## src/rtl/ring_of_sized_entries_offset_lookup_assert.svh

```systemverilog
// ----------------------------------------------------------------------------
// Ring lookup assertion macros
// Concurrent assertion shorthands used at the top level.
// ----------------------------------------------------------------------------
`ifndef RING_OF_SIZED_ENTRIES_OFFSET_LOOKUP_ASSERT_SVH
`define RING_OF_SIZED_ENTRIES_OFFSET_LOOKUP_ASSERT_SVH

// same-cycle implication
`define RSOL_AST_IMP(lbl, ante, cons) \
	lbl: assert property (@(posedge clk) disable iff (!arst_n) (ante) |-> (cons)) \
		else $error("rsol assertion failed");

// next-cycle implication
`define RSOL_AST_NXT(lbl, ante, cons) \
	lbl: assert property (@(posedge clk) disable iff (!arst_n) (ante) |=> (cons)) \
		else $error("rsol assertion failed");

`endif

```

## src/rtl/rsol_pkg.sv

```systemverilog
// ----------------------------------------------------------------------------
// rsol_pkg
// Shared widths, operation codes and controller/datapath interface types.
// ----------------------------------------------------------------------------
package rsol_pkg;

	localparam int HANDLE_W = 32;
	localparam int SIZE_W   = 20;
	localparam int OFFSET_W = 24;

	localparam logic OP_ADD  = 1'b0;
	localparam logic OP_FIND = 1'b1;

	typedef struct packed {
		logic load;
		logic add_rd;
		logic add_wr;
		logic find_step;
		logic find_end;
	} cmd_t;

	typedef struct packed {
		logic find_done;
	} status_t;

endpackage

```

## src/rtl/ring_of_sized_entries_offset_lookup.sv

```systemverilog
// ----------------------------------------------------------------------------
// ring_of_sized_entries_offset_lookup
// Overwriting ring of DEPTH sized entries with lookup by character offset.
// ----------------------------------------------------------------------------
// One operation at a time: start is taken while busy is low, and the result
// appears for one cycle with done high; it must be captured then, there is no
// back-pressure. An add does one RAM read of the slot being replaced, then
// the write. A find walks up to DEPTH slots from the oldest through the
// single RAM read port, one slot per cycle, and stops at the covering slot.
// busy drops in the done cycle, so the next transfer can be taken then.
// ----------------------------------------------------------------------------
`include "ring_of_sized_entries_offset_lookup_assert.svh"

module ring_of_sized_entries_offset_lookup #(
	parameter int DEPTH = 16
) (
	input  logic                            clk,
	input  logic                            arst_n,
	input  logic                            start,
	output logic                            busy,
	input  logic                            operation,
	input  logic [rsol_pkg::HANDLE_W-1:0]   entry_handle,
	input  logic [rsol_pkg::SIZE_W-1:0]     entry_size,
	input  logic [rsol_pkg::OFFSET_W-1:0]   stream_offset,
	output logic                            done,
	output logic                            found,
	output logic [rsol_pkg::HANDLE_W-1:0]   found_handle,
	output logic [rsol_pkg::SIZE_W-1:0]     found_size,
	output logic [rsol_pkg::SIZE_W-1:0]     byte_offset,
	output logic                            replaced_valid,
	output logic [rsol_pkg::HANDLE_W-1:0]   replaced_handle
);

	rsol_pkg::cmd_t    cmd;
	rsol_pkg::status_t status;

	rsol_ctrl u_ctrl (
		.clk      (clk),
		.arst_n   (arst_n),
		.start    (start),
		.operation(operation),
		.status   (status),
		.cmd      (cmd),
		.busy     (busy)
	);

	rsol_dp #(
		.DEPTH(DEPTH)
	) u_dp (
		.clk            (clk),
		.arst_n         (arst_n),
		.cmd            (cmd),
		.status         (status),
		.entry_handle   (entry_handle),
		.entry_size     (entry_size),
		.stream_offset  (stream_offset),
		.done           (done),
		.found          (found),
		.found_handle   (found_handle),
		.found_size     (found_size),
		.byte_offset    (byte_offset),
		.replaced_valid (replaced_valid),
		.replaced_handle(replaced_handle)
	);

	`RSOL_AST_IMP(a_done_idle, done, !busy)
	`RSOL_AST_NXT(a_start_busy, start && !busy, busy)
	`RSOL_AST_IMP(a_one_kind, done, !(found && replaced_valid))
	`RSOL_AST_IMP(a_offset_in_slot, done && found, byte_offset < found_size)

endmodule

```

## src/rtl/rsol_ram.sv

```systemverilog
// ----------------------------------------------------------------------------
// rsol_ram
// Generic single-write, single-read RAM with registered read data.
// ----------------------------------------------------------------------------
module rsol_ram #(
	parameter int WIDTH = 8,
	parameter int DEPTH = 16
) (
	input  logic                     clk,
	input  logic                     we,
	input  logic [$clog2(DEPTH)-1:0] waddr,
	input  logic [WIDTH-1:0]         wdata,
	input  logic [$clog2(DEPTH)-1:0] raddr,
	output logic [WIDTH-1:0]         rdata
);

	logic [WIDTH-1:0] mem [DEPTH];

	always_ff @(posedge clk) begin
		if (we) begin
			mem[waddr] <= wdata;
		end
		rdata <= mem[raddr];
	end

endmodule

```

## src/rtl/rsol_ctrl.sv

```systemverilog
// ----------------------------------------------------------------------------
// rsol_ctrl
// Sequencer for add and find operations.
// ----------------------------------------------------------------------------
module rsol_ctrl (
	input  logic              clk,
	input  logic              arst_n,
	input  logic              start,
	input  logic              operation,
	input  rsol_pkg::status_t status,
	output rsol_pkg::cmd_t    cmd,
	output logic              busy
);

	localparam logic [1:0] S_IDLE   = 2'd0;
	localparam logic [1:0] S_ADD_RD = 2'd1;
	localparam logic [1:0] S_ADD_WR = 2'd2;
	localparam logic [1:0] S_FIND   = 2'd3;

	logic [1:0] state_q;
	logic [1:0] state_d;

	always_comb begin
		state_d       = state_q;
		cmd           = '0;
		case (state_q)
			S_IDLE: begin
				if (start) begin
					cmd.load = 1'b1;
					state_d  = (operation == rsol_pkg::OP_FIND) ? S_FIND : S_ADD_RD;
				end
			end
			S_ADD_RD: begin
				cmd.add_rd = 1'b1;
				state_d    = S_ADD_WR;
			end
			S_ADD_WR: begin
				cmd.add_wr = 1'b1;
				state_d    = S_IDLE;
			end
			S_FIND: begin
				cmd.find_step = 1'b1;
				if (status.find_done) begin
					cmd.find_end = 1'b1;
					state_d      = S_IDLE;
				end
			end
			default: begin
				state_d = S_IDLE;
			end
		endcase
	end

	assign busy = (state_q != S_IDLE);

	always_ff @(posedge clk or negedge arst_n) begin
		if (!arst_n) begin
			state_q <= S_IDLE;
		end else begin
			state_q <= state_d;
		end
	end

endmodule

```

## src/rtl/rsol_dp.sv

```systemverilog
// ----------------------------------------------------------------------------
// rsol_dp
// Ring storage, indices, offset walk and result registers.
// ----------------------------------------------------------------------------
module rsol_dp #(
	parameter int DEPTH = 16
) (
	input  logic                            clk,
	input  logic                            arst_n,
	input  rsol_pkg::cmd_t                  cmd,
	output rsol_pkg::status_t               status,
	input  logic [rsol_pkg::HANDLE_W-1:0]   entry_handle,
	input  logic [rsol_pkg::SIZE_W-1:0]     entry_size,
	input  logic [rsol_pkg::OFFSET_W-1:0]   stream_offset,
	output logic                            done,
	output logic                            found,
	output logic [rsol_pkg::HANDLE_W-1:0]   found_handle,
	output logic [rsol_pkg::SIZE_W-1:0]     found_size,
	output logic [rsol_pkg::SIZE_W-1:0]     byte_offset,
	output logic                            replaced_valid,
	output logic [rsol_pkg::HANDLE_W-1:0]   replaced_handle
);

	localparam int IW = $clog2(DEPTH);
	localparam int CW = $clog2(DEPTH + 1);
	localparam int EW = rsol_pkg::HANDLE_W + rsol_pkg::SIZE_W;

	logic [IW-1:0]                   wr_idx_q;
	logic [IW-1:0]                   old_idx_q;
	logic                            full_q;
	logic [DEPTH-1:0]                valid_q;
	logic [rsol_pkg::HANDLE_W-1:0]   hd_q;
	logic [rsol_pkg::SIZE_W-1:0]     sz_q;
	logic [rsol_pkg::OFFSET_W-1:0]   rem_q;
	logic [IW-1:0]                   pos_q;
	logic [CW-1:0]                   iss_q;
	logic [CW-1:0]                   chk_q;
	logic                            v_s1;
	logic [IW-1:0]                   pos_s1;
	logic                            done_q;

	logic [IW-1:0]                   raddr;
	logic [EW-1:0]                   rdata;
	logic [rsol_pkg::HANDLE_W-1:0]   rd_handle;
	logic [rsol_pkg::SIZE_W-1:0]     rd_size;
	logic [rsol_pkg::SIZE_W-1:0]     slot_size;
	logic                            hit;
	logic                            last;
	logic                            issue;
	logic [IW-1:0]                   w_next;
	logic [IW-1:0]                   o_next;

	function automatic logic [IW-1:0] nx(input logic [IW-1:0] i);
		nx = (i == IW'(DEPTH - 1)) ? '0 : i + IW'(1);
	endfunction

	assign raddr     = cmd.add_rd ? wr_idx_q : pos_q;
	assign rd_handle = rdata[EW-1:rsol_pkg::SIZE_W];
	assign rd_size   = rdata[rsol_pkg::SIZE_W-1:0];
	assign slot_size = valid_q[pos_s1] ? rd_size : '0;
	assign hit       = v_s1 && (rem_q < rsol_pkg::OFFSET_W'(slot_size));
	assign last      = (chk_q == CW'(DEPTH - 1));
	assign issue     = cmd.find_step && (iss_q < CW'(DEPTH));
	assign w_next    = nx(wr_idx_q);
	assign o_next    = full_q ? nx(old_idx_q) : old_idx_q;

	assign status.find_done = v_s1 && (hit || last);

	rsol_ram #(
		.WIDTH(EW),
		.DEPTH(DEPTH)
	) u_ram (
		.clk  (clk),
		.we   (cmd.add_wr),
		.waddr(wr_idx_q),
		.wdata({hd_q, sz_q}),
		.raddr(raddr),
		.rdata(rdata)
	);

	always_ff @(posedge clk or negedge arst_n) begin
		if (!arst_n) begin
			wr_idx_q  <= '0;
			old_idx_q <= '0;
			full_q    <= 1'b0;
			valid_q   <= '0;
			pos_q     <= '0;
			iss_q     <= '0;
			chk_q     <= '0;
			v_s1      <= 1'b0;
			done_q    <= 1'b0;
		end else begin
			done_q <= cmd.add_wr | cmd.find_end;
			if (cmd.load) begin
				pos_q <= old_idx_q;
				iss_q <= '0;
				chk_q <= '0;
				v_s1  <= 1'b0;
			end else begin
				v_s1 <= issue;
				if (issue) begin
					pos_q <= nx(pos_q);
					iss_q <= iss_q + CW'(1);
				end
				if (cmd.find_step && v_s1) begin
					chk_q <= chk_q + CW'(1);
				end
			end
			if (cmd.add_wr) begin
				valid_q[wr_idx_q] <= 1'b1;
				wr_idx_q          <= w_next;
				old_idx_q         <= o_next;
				if (w_next == o_next) begin
					full_q <= 1'b1;
				end
			end
		end
	end

	always_ff @(posedge clk) begin
		if (cmd.load) begin
			hd_q  <= entry_handle;
			sz_q  <= entry_size;
			rem_q <= stream_offset;
		end else if (cmd.find_step && v_s1) begin
			rem_q <= rem_q - rsol_pkg::OFFSET_W'(slot_size);
		end
		pos_s1 <= pos_q;
		if (cmd.add_wr) begin
			found           <= 1'b0;
			found_handle    <= '0;
			found_size      <= '0;
			byte_offset     <= '0;
			replaced_valid  <= full_q;
			replaced_handle <= (full_q && valid_q[wr_idx_q]) ? rd_handle : '0;
		end else if (cmd.find_end) begin
			found           <= hit;
			found_handle    <= hit ? rd_handle : '0;
			found_size      <= hit ? slot_size : '0;
			byte_offset     <= hit ? rem_q[rsol_pkg::SIZE_W-1:0] : '0;
			replaced_valid  <= 1'b0;
			replaced_handle <= '0;
		end
	end

	assign done = done_q;

endmodule
```

## config.mk

```make
export PLATFORM = sky130hd
export DESIGN_NAME = ring_of_sized_entries_offset_lookup
export DESIGN_NICKNAME = d
export VERILOG_FILES = /design/src/rtl/rsol_pkg.sv /design/src/rtl/ring_of_sized_entries_offset_lookup.sv /design/src/rtl/rsol_ram.sv /design/src/rtl/rsol_ctrl.sv /design/src/rtl/rsol_dp.sv
export VERILOG_INCLUDE_DIRS = /design/src /design/src/rtl
export SDC_FILE = /design/constraint.sdc
export NUM_CORES = 1
export LEC_CHECK = 0
export BUFFER_PORTS_ARGS = -buffer_cell sky130_fd_sc_hd__buf_4
export CAP_MARGIN = 20
export CORE_MARGIN = 3
export CORE_UTILIZATION = 55
export CTS_BUF_LIST = sky130_fd_sc_hd__clkbuf_16
export DETAILED_ROUTE_END_ITERATION = 8
export PLACE_DENSITY = 0.71
export SYNTH_ARGS = -nofsm -noshare
export SYNTH_HDL_FRONTEND = slang
export SYNTH_HIERARCHICAL = 1
export SYNTH_SLANG_ARGS = --single-unit
```

## constraint.sdc

```tcl
create_clock -name clk -period 8.6 [get_ports clk]
set_clock_uncertainty 0.15 [all_clocks]
set_input_delay 0.86 -clock clk [delete_from_list [all_inputs] [get_ports clk]]
set_output_delay 0.86 -clock clk [all_outputs]
set_load 0.02 [all_outputs]
```

-- Word-level counts from Yosys, hierarchy flattened
Memory sizes are Yosys's and may differ from the RTL's. A register that Yosys moved wholly into a read port is not among the register bits.
Cells that the tools add are included.
- register bits: 229
- bits in writable memories: 832
- output and inout port bits: 108
- memories: 1
- memory list (memory ; words ; bits a word ; read ports ; clocked after Yosys merged registers in ; wr ports ; RTL line ; text):
    u_dp.u_ram.mem ; 16 ; 52 ; 1 ; 1 ; 1 ; rsol_ram.sv:17 ; logic [WIDTH-1:0] mem [DEPTH];
- add/sub/neg operators: 6
- magnitude comparators: 5
- eq/ne operators: 10
- mux-type cells: 41
- bitwise gates (word level): 2
- reductions and logical operators: 14
- operator list (operator ; count):
    $mux 32 ; 4
    $mux 20 ; 3
    $mux 24 ; 2
    $mux 4 ; 7
    $lt 24x20->1 ; 1
    $sub 24x20->24 ; 1
    $mux 5 ; 4
    $or 16x16->16 ; 1
    $mux 1 ; 13
    $add 4x1->4 const B ; 3
    $eq 4x4->1 const B ; 3
    $add 5x1->5 const B ; 2
    $lt 4x5->1 const B ; 2
    $bmux 1 s4 ; 2
    $mux 2 ; 4
    $pmux 2 s4 ; 1
    $reduce_bool 2->1 ; 4
    $logic_and 1x1->1 ; 6
    $eq 5x4->1 const B ; 1
    $lt 5x5->1 const B ; 1
    $demux 1 s4 ; 1
    $eq 2x2->1 const B ; 2
    $eq 4x4->1 ; 1
    $ge 4x1->1 const B ; 1
    other kinds (6) ; 8

-- Depth between registers and ports, before layout
Gate-level depths: netlist (run 1).
- depth in word-level cells: 12
- mapped depth: 21
- depth with buffers taken out: 17

-- Cells and area by module
Netlist (run 1), hierarchy kept.
- by module, submodules not included (module ; times used ; cells an instance ; area each (sq um) ; sequential area each (sq um)):
    rsol_ram ; 1 ; 1344 ; 32215.9 ; 26025.0
    rsol_dp ; 1 ; 909 ; 10206.0 ; 5840.6
    rsol_ctrl ; 1 ; 13 ; 123.9 ; 50.0

-- Worst setup path before layout (run 1)
No wires, ideal clock.
- path type: register to register
- start: register u_ctrl.state_q[1]
- end: memory u_dp/u_ram/mem[0][0] (netlist name), enable pin
- library setup time: 526 ps
- data arrival time: 4825 ps
- data required time: 7924 ps
- slack: 3100 ps
- cell stages (with the launch flop): 5
- period minus slack after synthesis: 5500 ps
- path through: dfrtp_1 > inv_1 > nor2_1 > or3b_2 > nor3_1
- RTL lines (what ; RTL line ; text):
    start: declaration ; rsol_ctrl.sv:20 ; logic [1:0] state_q;
    start signal: assignment ; rsol_ctrl.sv:60 ; state_q <= state_d;
    end: declaration ; rsol_ram.sv:17 ;

==> flow_metrics.env, run 1 <==
export IMPL_crit_start="u_dp/pos_s1[0]$_DFF_P_"
export IMPL_die_width_um=284.1
export IMPL_initial_core_util=0.5574
export IMPL_powerDensity_nw_per_um2=367.8
export IMPL_track_usage=0.2442
export IMPL_cp_common_cell="a21oi_1"
export IMPL_worstPathRequired_ns=8.70
export IMPL_p_leak_nw=16.36
export IMPL_dieHeight_um=284.1
export IMPL_drtIter0Drc=2509
export IMPL_post_place_ws_ns=2.580
export IMPL_stdcell_area_sq_um=48550
export IMPL_drc=0
export IMPL_crit_fanout=70
export IMPL_r2r_cells=13
export IMPL_max_cap_violations=0
export IMPL_path_clk_slew_ns=0.06
export IMPL_grt_overflow_total=0
export IMPL_syn_area_per_cell_sq_um=18.78
export IMPL_synth_area_sq_um=42550
export IMPL_rr_startpoint="u_dp/pos_s1[0]$_DFF_P_"
export IMPL_grt_antenna_before_repair=3
export IMPL_io_buffers=187
export IMPL_synth_net_count=2376
export IMPL_yosysSeqAreaShare=0.7501
export IMPL_timing_rr_end="u_dp/replaced_valid$_SDFFCE_PN0P_"
export IMPL_synthFlopType="edfxtp_1"
export IMPL_path_buf_inv=0
export IMPL_cts_hold_buf=0
export IMPL_fin_nets=2574
export IMPL_vdd_drop_max_uv=338.9
export IMPL_ant_nets=0
export IMPL_status="finished, final reports clean"
export IMPL_synthArstFlopShare=0.03863
export IMPL_final_cell_mix="edfxtp_1, buf_4, mux4_2"
export IMPL_period_share=0.7079
export IMPL_grt_pass1_wl_um=147100
export IMPL_slowest_delay_ns=0.93
export IMPL_setup_tns_ns=0
export IMPL_placed_cell_area_sq_um=44960
export IMPL_worst_ep_arrival_time_ns=6.19
export IMPL_end_kind="flop"
export IMPL_ios=188
export IMPL_routed_wl_um=97930
export IMPL_period_minus_slack_ns=6.088
export IMPL_clock_sinks=1113
export IMPL_setup_ws_ns=2.512
export IMPL_crit_slowest_cell="or2_2"
export IMPL_vias_per_cell=6.254
export IMPL_yosys_warnings=6
export IMPL_place_congestion=0.9091
export IMPL_rsz0062_at_grt="no"
export IMPL_clk_latency_ns=0.68
export IMPL_path_depth=13
export IMPL_syn_to_final_growth_pct=14.12
export IMPL_cts_root_buf="clkbuf_16"
export IMPL_max_freq_mhz=164.3
export IMPL_grt_pass1_vias=22950
export IMPL_rrSetupSlack_ns=2.51
export IMPL_relSlewSlack=0.2279
export IMPL_grt_max_degree=119
export IMPL_worstMarginPinSlew_ns=1.158
export IMPL_first_pass_iters=6
export IMPL_syn_inst=2266
export IMPL_crit_type="reg -> reg"
export IMPL_routedWlPerCell_um=27.26
export IMPL_h_tree_depth=3
export IMPL_ys_seq_elements=1113
export IMPL_vias=22470
export IMPL_fp_coreArea_sq_um=76330
export IMPL_cts_setup_buffers=0
export IMPL_cp_top_family="simple AND/OR/NAND/NOR gates"
export IMPL_synth_cell_type_count=63
export IMPL_cp_start_kind="flop"
export IMPL_hold_viol_final=0
export IMPL_synth_edf_count=941
export IMPL_cts_max_path_buffers=3
export IMPL_slew_viol_final=0
export IMPL_final_common_cell="edfxtp_1"
export IMPL_drive_above_1_share=0.2432
export IMPL_setup_violations=0
export IMPL_holdWs_ns=0.07106
export IMPL_holdCritPathClass="in -> async"
export IMPL_fp_dieArea_sq_um=80730
export IMPL_totalPowerFinal_mw=17.86
export IMPL_endpoint="u_dp/replaced_valid$_SDFFCE_PN0P_"
export IMPL_path_cells="mux4_1 -> mux4_2 -> nand2_1 -> ha_1 -> a21oi_1 -> o21ai_0 -> a21oi_2 -> o21ai_1 -> o22ai_4 -> a21oi_1 -> nor2b_1 -> and3_4 -> or2_2"
export IMPL_fill_cells=5182
export IMPL_hpwlAfterDp_um=50680
export IMPL_cts_tree="yes"
export IMPL_num_rows=101
export IMPL_cts_inserted_buffers=108
export IMPL_ctsResizeCount=0
[cells in the mapped netlist (13+ instances only)]
cell	count	area, sq um
inv_1	16	60.06
xor2_1	14	122.6
nand4_1	76	475.5
nor2_1	35	131.4
nand2_1	125	469.2
nor2b_1	13	81.33
xnor2_1	18	157.7
nand2b_1	81	506.7
clkbuf_1	72	270.3
dfrtp_1	43	1076
edfxtp_1	941	28260
a21oi_1	104	520.5
mux4_2	213	4797
a21o_1	21	157.7
and3_1	37	231.5
ha_1	29	362.9
a22oi_1	104	780.8
dfxtp_1	129	2582
o21ai_0	37	185.2
buf_6	21	236.5
buf_2	28	140.1
[worst min-delay path by stage]
stage / start / to / slack, ns
2_1_floorplan: u_dp/pos_q[1]$_DFFE_PN0P_ / u_dp/pos_s1[1]$_DFF_P_ / 0.26
3_3_place_gp: u_dp/valid_q[9]$_DFFE_PN0P_ / u_dp/valid_q[9]$_DFFE_PN0P_ / 0.30
3_5_place_dp: u_dp/found_handle[9]$_SDFFE_PP0P_ / u_dp/found_handle[9]$_SDFFE_PP0P_ / 0.31
4_1_cts: arst_n / u_dp/iss_q[1]$_DFFE_PN0P_ / 0.05
5_1_grt: arst_n / u_dp/iss_q[1]$_DFFE_PN0P_ / 0.08
6_report: arst_n / u_dp/iss_q[1]$_DFFE_PN0P_ / 0.07
[stage by stage]
step | std cells | utilization
floorplan | 2266 | -
global placement | 3381 | 0.5890
detailed placement | 3381 | 0.5890
CTS | 3585 | 0.6351
global route | 3589 | 0.6360
finish | 3592 | 0.6361
[logic make-up after synthesis]
kind of cell | count (synthesis) | synth area share
flip-flops | 1113 | 0.7501
AND/OR/NAND/NOR | 406 | 0.05076
AO/OA/AOI/OAI | 305 | 0.04605
multiplexers | 229 | 0.1187
buffers and inverters | 151 | 0.01873
XOR/XNOR | 32 | 0.006587
adder cells (fa/ha/maj) | 30 | 0.008999
[worst reg2reg max path, stage by stage, from the launching register on]
cell	delay [ns]
dfxtp_1	0.45
mux4_1	0.59
mux4_2	0.82
nand2_1	0.20
ha_1	0.29
a21oi_1	0.20
o21ai_0	0.15
a21oi_2	0.24
o21ai_1	0.19
o22ai_4	0.53
a21oi_1	0.17
nor2b_1	0.18
and3_4	0.59
or2_2	0.94
[power by group]
part | internal [mW] | total, mW | switching [mW]
combinational | 2.37 | 5.82 | 3.45
sequential | 6.85 | 7.42 | 0.573
clock | 2.67 | 4.62 | 1.95
total | 11.9 | 17.9 | 5.97
[registers in the layout, summed over array words and instances (netlist names), 2 cells and up]
name and flops:
u_dp/chk_q 5, u_dp/u_ram/rdata 52, u_dp/sz_q 20, u_dp/u_ram/mem 832
u_dp/old_idx_q 4, u_dp/valid_q 16, u_ctrl/state_q 2, u_dp/replaced_handle 32
u_dp/pos_s1 4, u_dp/found_size 20, u_dp/wr_idx_q 4, u_dp/hd_q 32
u_dp/found_handle 32, u_dp/rem_q 24, u_dp/pos_q 4, u_dp/iss_q 5
u_dp/byte_offset 20
[routing by layer]
layer | up-vias | GRT usage | routed length, um
met5 | - | 0 | 0
met3 | 171 | 0.04892 | 9177
met2 | 1161 | 0.3856 | 47040
met1 | 11600 | 0.3545 | 39540
met4 | 0 | 0.06366 | 2180
li1 | 9535 | - | -
[cell type report]
type | instances | area (sq um) | share of cell area
flip-flops and latches | 1113 | 31920 | 0.6573
multi-input cells | 1002 | 10030 | 0.2065
diodes | 4 | 10.01 | 0.0002062
well taps | 1030 | 1289 | 0.02654
clock buffers | 110 | 2753 | 0.05669
repair buffers | 223 | 1732 | 0.03567
inverters | 16 | 60.06 | 0.001237
clock inverters | 94 | 765.7 | 0.01577
Note: power is estimated with default switching activity, not from simulation.
==> inputs of run 2 (changes only) <==
==> constraint.sdc (replaced) <==
create_clock -name clk -period 6 [get_ports clk]
set_clock_uncertainty 0.15 [all_clocks]
set_input_delay 0.6 -clock clk [delete_from_list [all_inputs] [get_ports clk]]
set_output_delay 0.6 -clock clk [all_outputs]
set_load 0.02 [all_outputs]
==> flow_metrics.env, run 2 (synthesis results as in run 1) <==
export IMPL_setup_violations=0
export IMPL_path_cells="mux4_1 -> mux4_2 -> nand2_1 -> ha_1 -> a211o_1 -> a21oi_2 -> o21ai_1 -> o22ai_4 -> a21oi_1 -> nor2b_1 -> and3_4 -> buf_4 -> and2_1 -> nand4_1 -> a21oi_1"
export IMPL_syn_to_final_growth_pct=15.95
export IMPL_path_clk_slew_ns=0.06
export IMPL_worst_ep_arrival_time_ns=5.84
export IMPL_fill_cells=5160
export IMPL_crit_slowest_cell="mux4_2"
export IMPL_top_register="u_dp/u_ram/mem"
export IMPL_relSlewSlack=0.2362
export IMPL_cp_common_cell="a21oi_1"
export IMPL_die_width_um=284.1
export IMPL_cts_inserted_buffers=109
export IMPL_fin_util=0.6463
export IMPL_reg_top3="u_dp/u_ram/mem x832, u_dp/u_ram/rdata x52"
export IMPL_grt_overflow_total=0
export IMPL_path_buf_inv=1
export IMPL_ios=188
export IMPL_vias_per_cell=6.192
export IMPL_fp_dieArea_sq_um=80730
export IMPL_h_tree_depth=3
export IMPL_cts_setup_buffers=0
export IMPL_track_usage=0.2478
export IMPL_worstPathRequired_ns=6.43
export IMPL_grt_antenna_before_repair=3
export IMPL_first_pass_iters=5
export IMPL_totalPowerFinal_mw=25.84
export IMPL_period_minus_slack_ns=5.413
export IMPL_dp_cells=3388
export IMPL_slew_viol_final=0
export IMPL_hold_viol_final=0
export IMPL_place_congestion=0.9070
export IMPL_cp_top_family="simple AND/OR/NAND/NOR gates"
export IMPL_end_kind="flop"
export IMPL_setup_tns_ns=0
export IMPL_vias=22620
export IMPL_status="finished, final reports clean"
export IMPL_grt_max_degree=120
export IMPL_io_buffers=187
export IMPL_grt_pass1_wl_um=148800
export IMPL_cts_max_path_buffers=3
export IMPL_cts_root_buf="clkbuf_16"
export IMPL_grt_pass1_vias=23120
export IMPL_fin_nets=2636
export IMPL_rsz0062_at_grt="no"
export IMPL_drc=0
export IMPL_fp_coreArea_sq_um=76330
export IMPL_dieHeight_um=284.1
export IMPL_drtIter0Drc=2916
export IMPL_hpwlAfterDp_um=52680
export IMPL_cp_start_kind="flop"
export IMPL_finalNonFillerCells=3653
export IMPL_p_leak_nw=16.68
export IMPL_crit_fanout=55
export IMPL_initial_core_util=0.5574
export IMPL_final_common_cell="edfxtp_1"
export IMPL_clock_sinks=1113
export IMPL_holdCritPathClass="in -> reg"
export IMPL_crit_type="reg -> reg"
export IMPL_period_share=0.9021
export IMPL_vdd_drop_max_uv=555.0
export IMPL_worstMarginPinSlew_ns=1.146
export IMPL_num_rows=101
export IMPL_slowest_delay_ns=0.80
export IMPL_max_cap_violations=0
export IMPL_clk_latency_ns=0.67
export IMPL_routed_wl_um=99730
export IMPL_holdWs_ns=0.08072
export IMPL_max_freq_mhz=184.8
export IMPL_ant_nets=0
export IMPL_powerDensity_nw_per_um2=523.8
export IMPL_largest_register_ffs=832
export IMPL_final_cell_mix="edfxtp_1, buf_4, mux4_2"
export IMPL_cts_tree="yes"
export IMPL_drive_above_1_share=0.2490
export IMPL_routedWlPerCell_um=27.30
[run 2: cell count changes in the layout (fill, tap and decap cells not counted), sizes merged]
cell | previous run | this run
clkinv | 46 | 43
clkinvlp | 1 | 7
bufinv | 12 | 10
buf | 223 | 231
dlygate4sd3 | 0 | 53
diode | 4 | 1
inv | 51 | 50
clkbuf | 110 | 113
[run 2: stage by stage]
stage / setup WS (ns) / cell area, sq um
6_report: 0.5873 / 49330
5_1_grt: 0.2069 / 49330
4_1_cts: 0.6536 / 49250
3_5_place_dp: 0.6675 / 45150
3_3_place_gp: 0.7302 / 45150
2_1_floorplan: 0.4996 / 42550
[run 2: report_power, final]
part           switching (mW)  internal [mW]  total, mW
registers               0.812           9.81       10.6
clock network            2.84           3.85       6.69
logic                    5.04           3.50       8.53
total                    8.69           17.2       25.8
[run 2: path summary, 6_finish.rpt]
check	end	startpoint	cells past startpoint	slack (ns)
worst max-delay path	u_dp/found_size[16]$_SDFFE_PP0P_	u_dp/pos_s1[0]$_DFF_P_	15	0.59
max in group asynchronous	u_dp/valid_q[12]$_DFFE_PN0P_	arst_n	2	4.98
worst max register to register	u_dp/found_size[16]$_SDFFE_PP0P_	u_dp/pos_s1[0]$_DFF_P_	15	0.59
min in group asynchronous	u_dp/done$_DFF_PN0_	arst_n	2	0.34
worst min register to register	u_dp/valid_q[9]$_DFFE_PN0P_	u_dp/valid_q[9]$_DFFE_PN0P_	1	0.32
worst min-delay path	u_dp/rem_q[0]$_DFFE_PP_	stream_offset[0]	3	0.08
[run 2: layout make-up]
| cell class | instances | area, sq um | share of cell area |
|---|---|---|---|
| inverter | 16 | 60.06 | 0.001217 |
| sequential | 1113 | 31920 | 0.6470 |
| clock inverter | 94 | 742.0 | 0.01504 |
| clock buffer | 113 | 2828 | 0.05732 |
| multi-input combinational | 1002 | 10030 | 0.2033 |
| tap | 1030 | 1289 | 0.02612 |
| timing repair buffer | 284 | 2467 | 0.05002 |
| antenna | 1 | 2.502 | 0.00005073 |
[run 2: metal layers]
layer  GRT usage  vias to the layer above  wire length (um)
met5           0                        -                13
met2      0.4010                     1130             48530
met1      0.3565                    11690             40380
met4     0.05993                        2              1841
met3     0.04459                      144              8959
li1            -                     9656                 -
[run 2: repair_timing]
action	CTS	global route
hold endpoints to repair	95	0
gates resized for setup	0	0
hold buffers	53	0
[run 2: worst reg2reg max path, cell delays in order, from the launching register on]
cell	delay [ns]
dfxtp_1	0.45
mux4_1	0.60
mux4_2	0.80
nand2_1	0.24
ha_1	0.35
a211o_1	0.34
a21oi_2	0.18
o21ai_1	0.18
o22ai_4	0.16
a21oi_1	0.09
nor2b_1	0.14
and3_4	0.21
buf_4	0.40
and2_1	0.67
nand4_1	0.19
a21oi_1	0.18
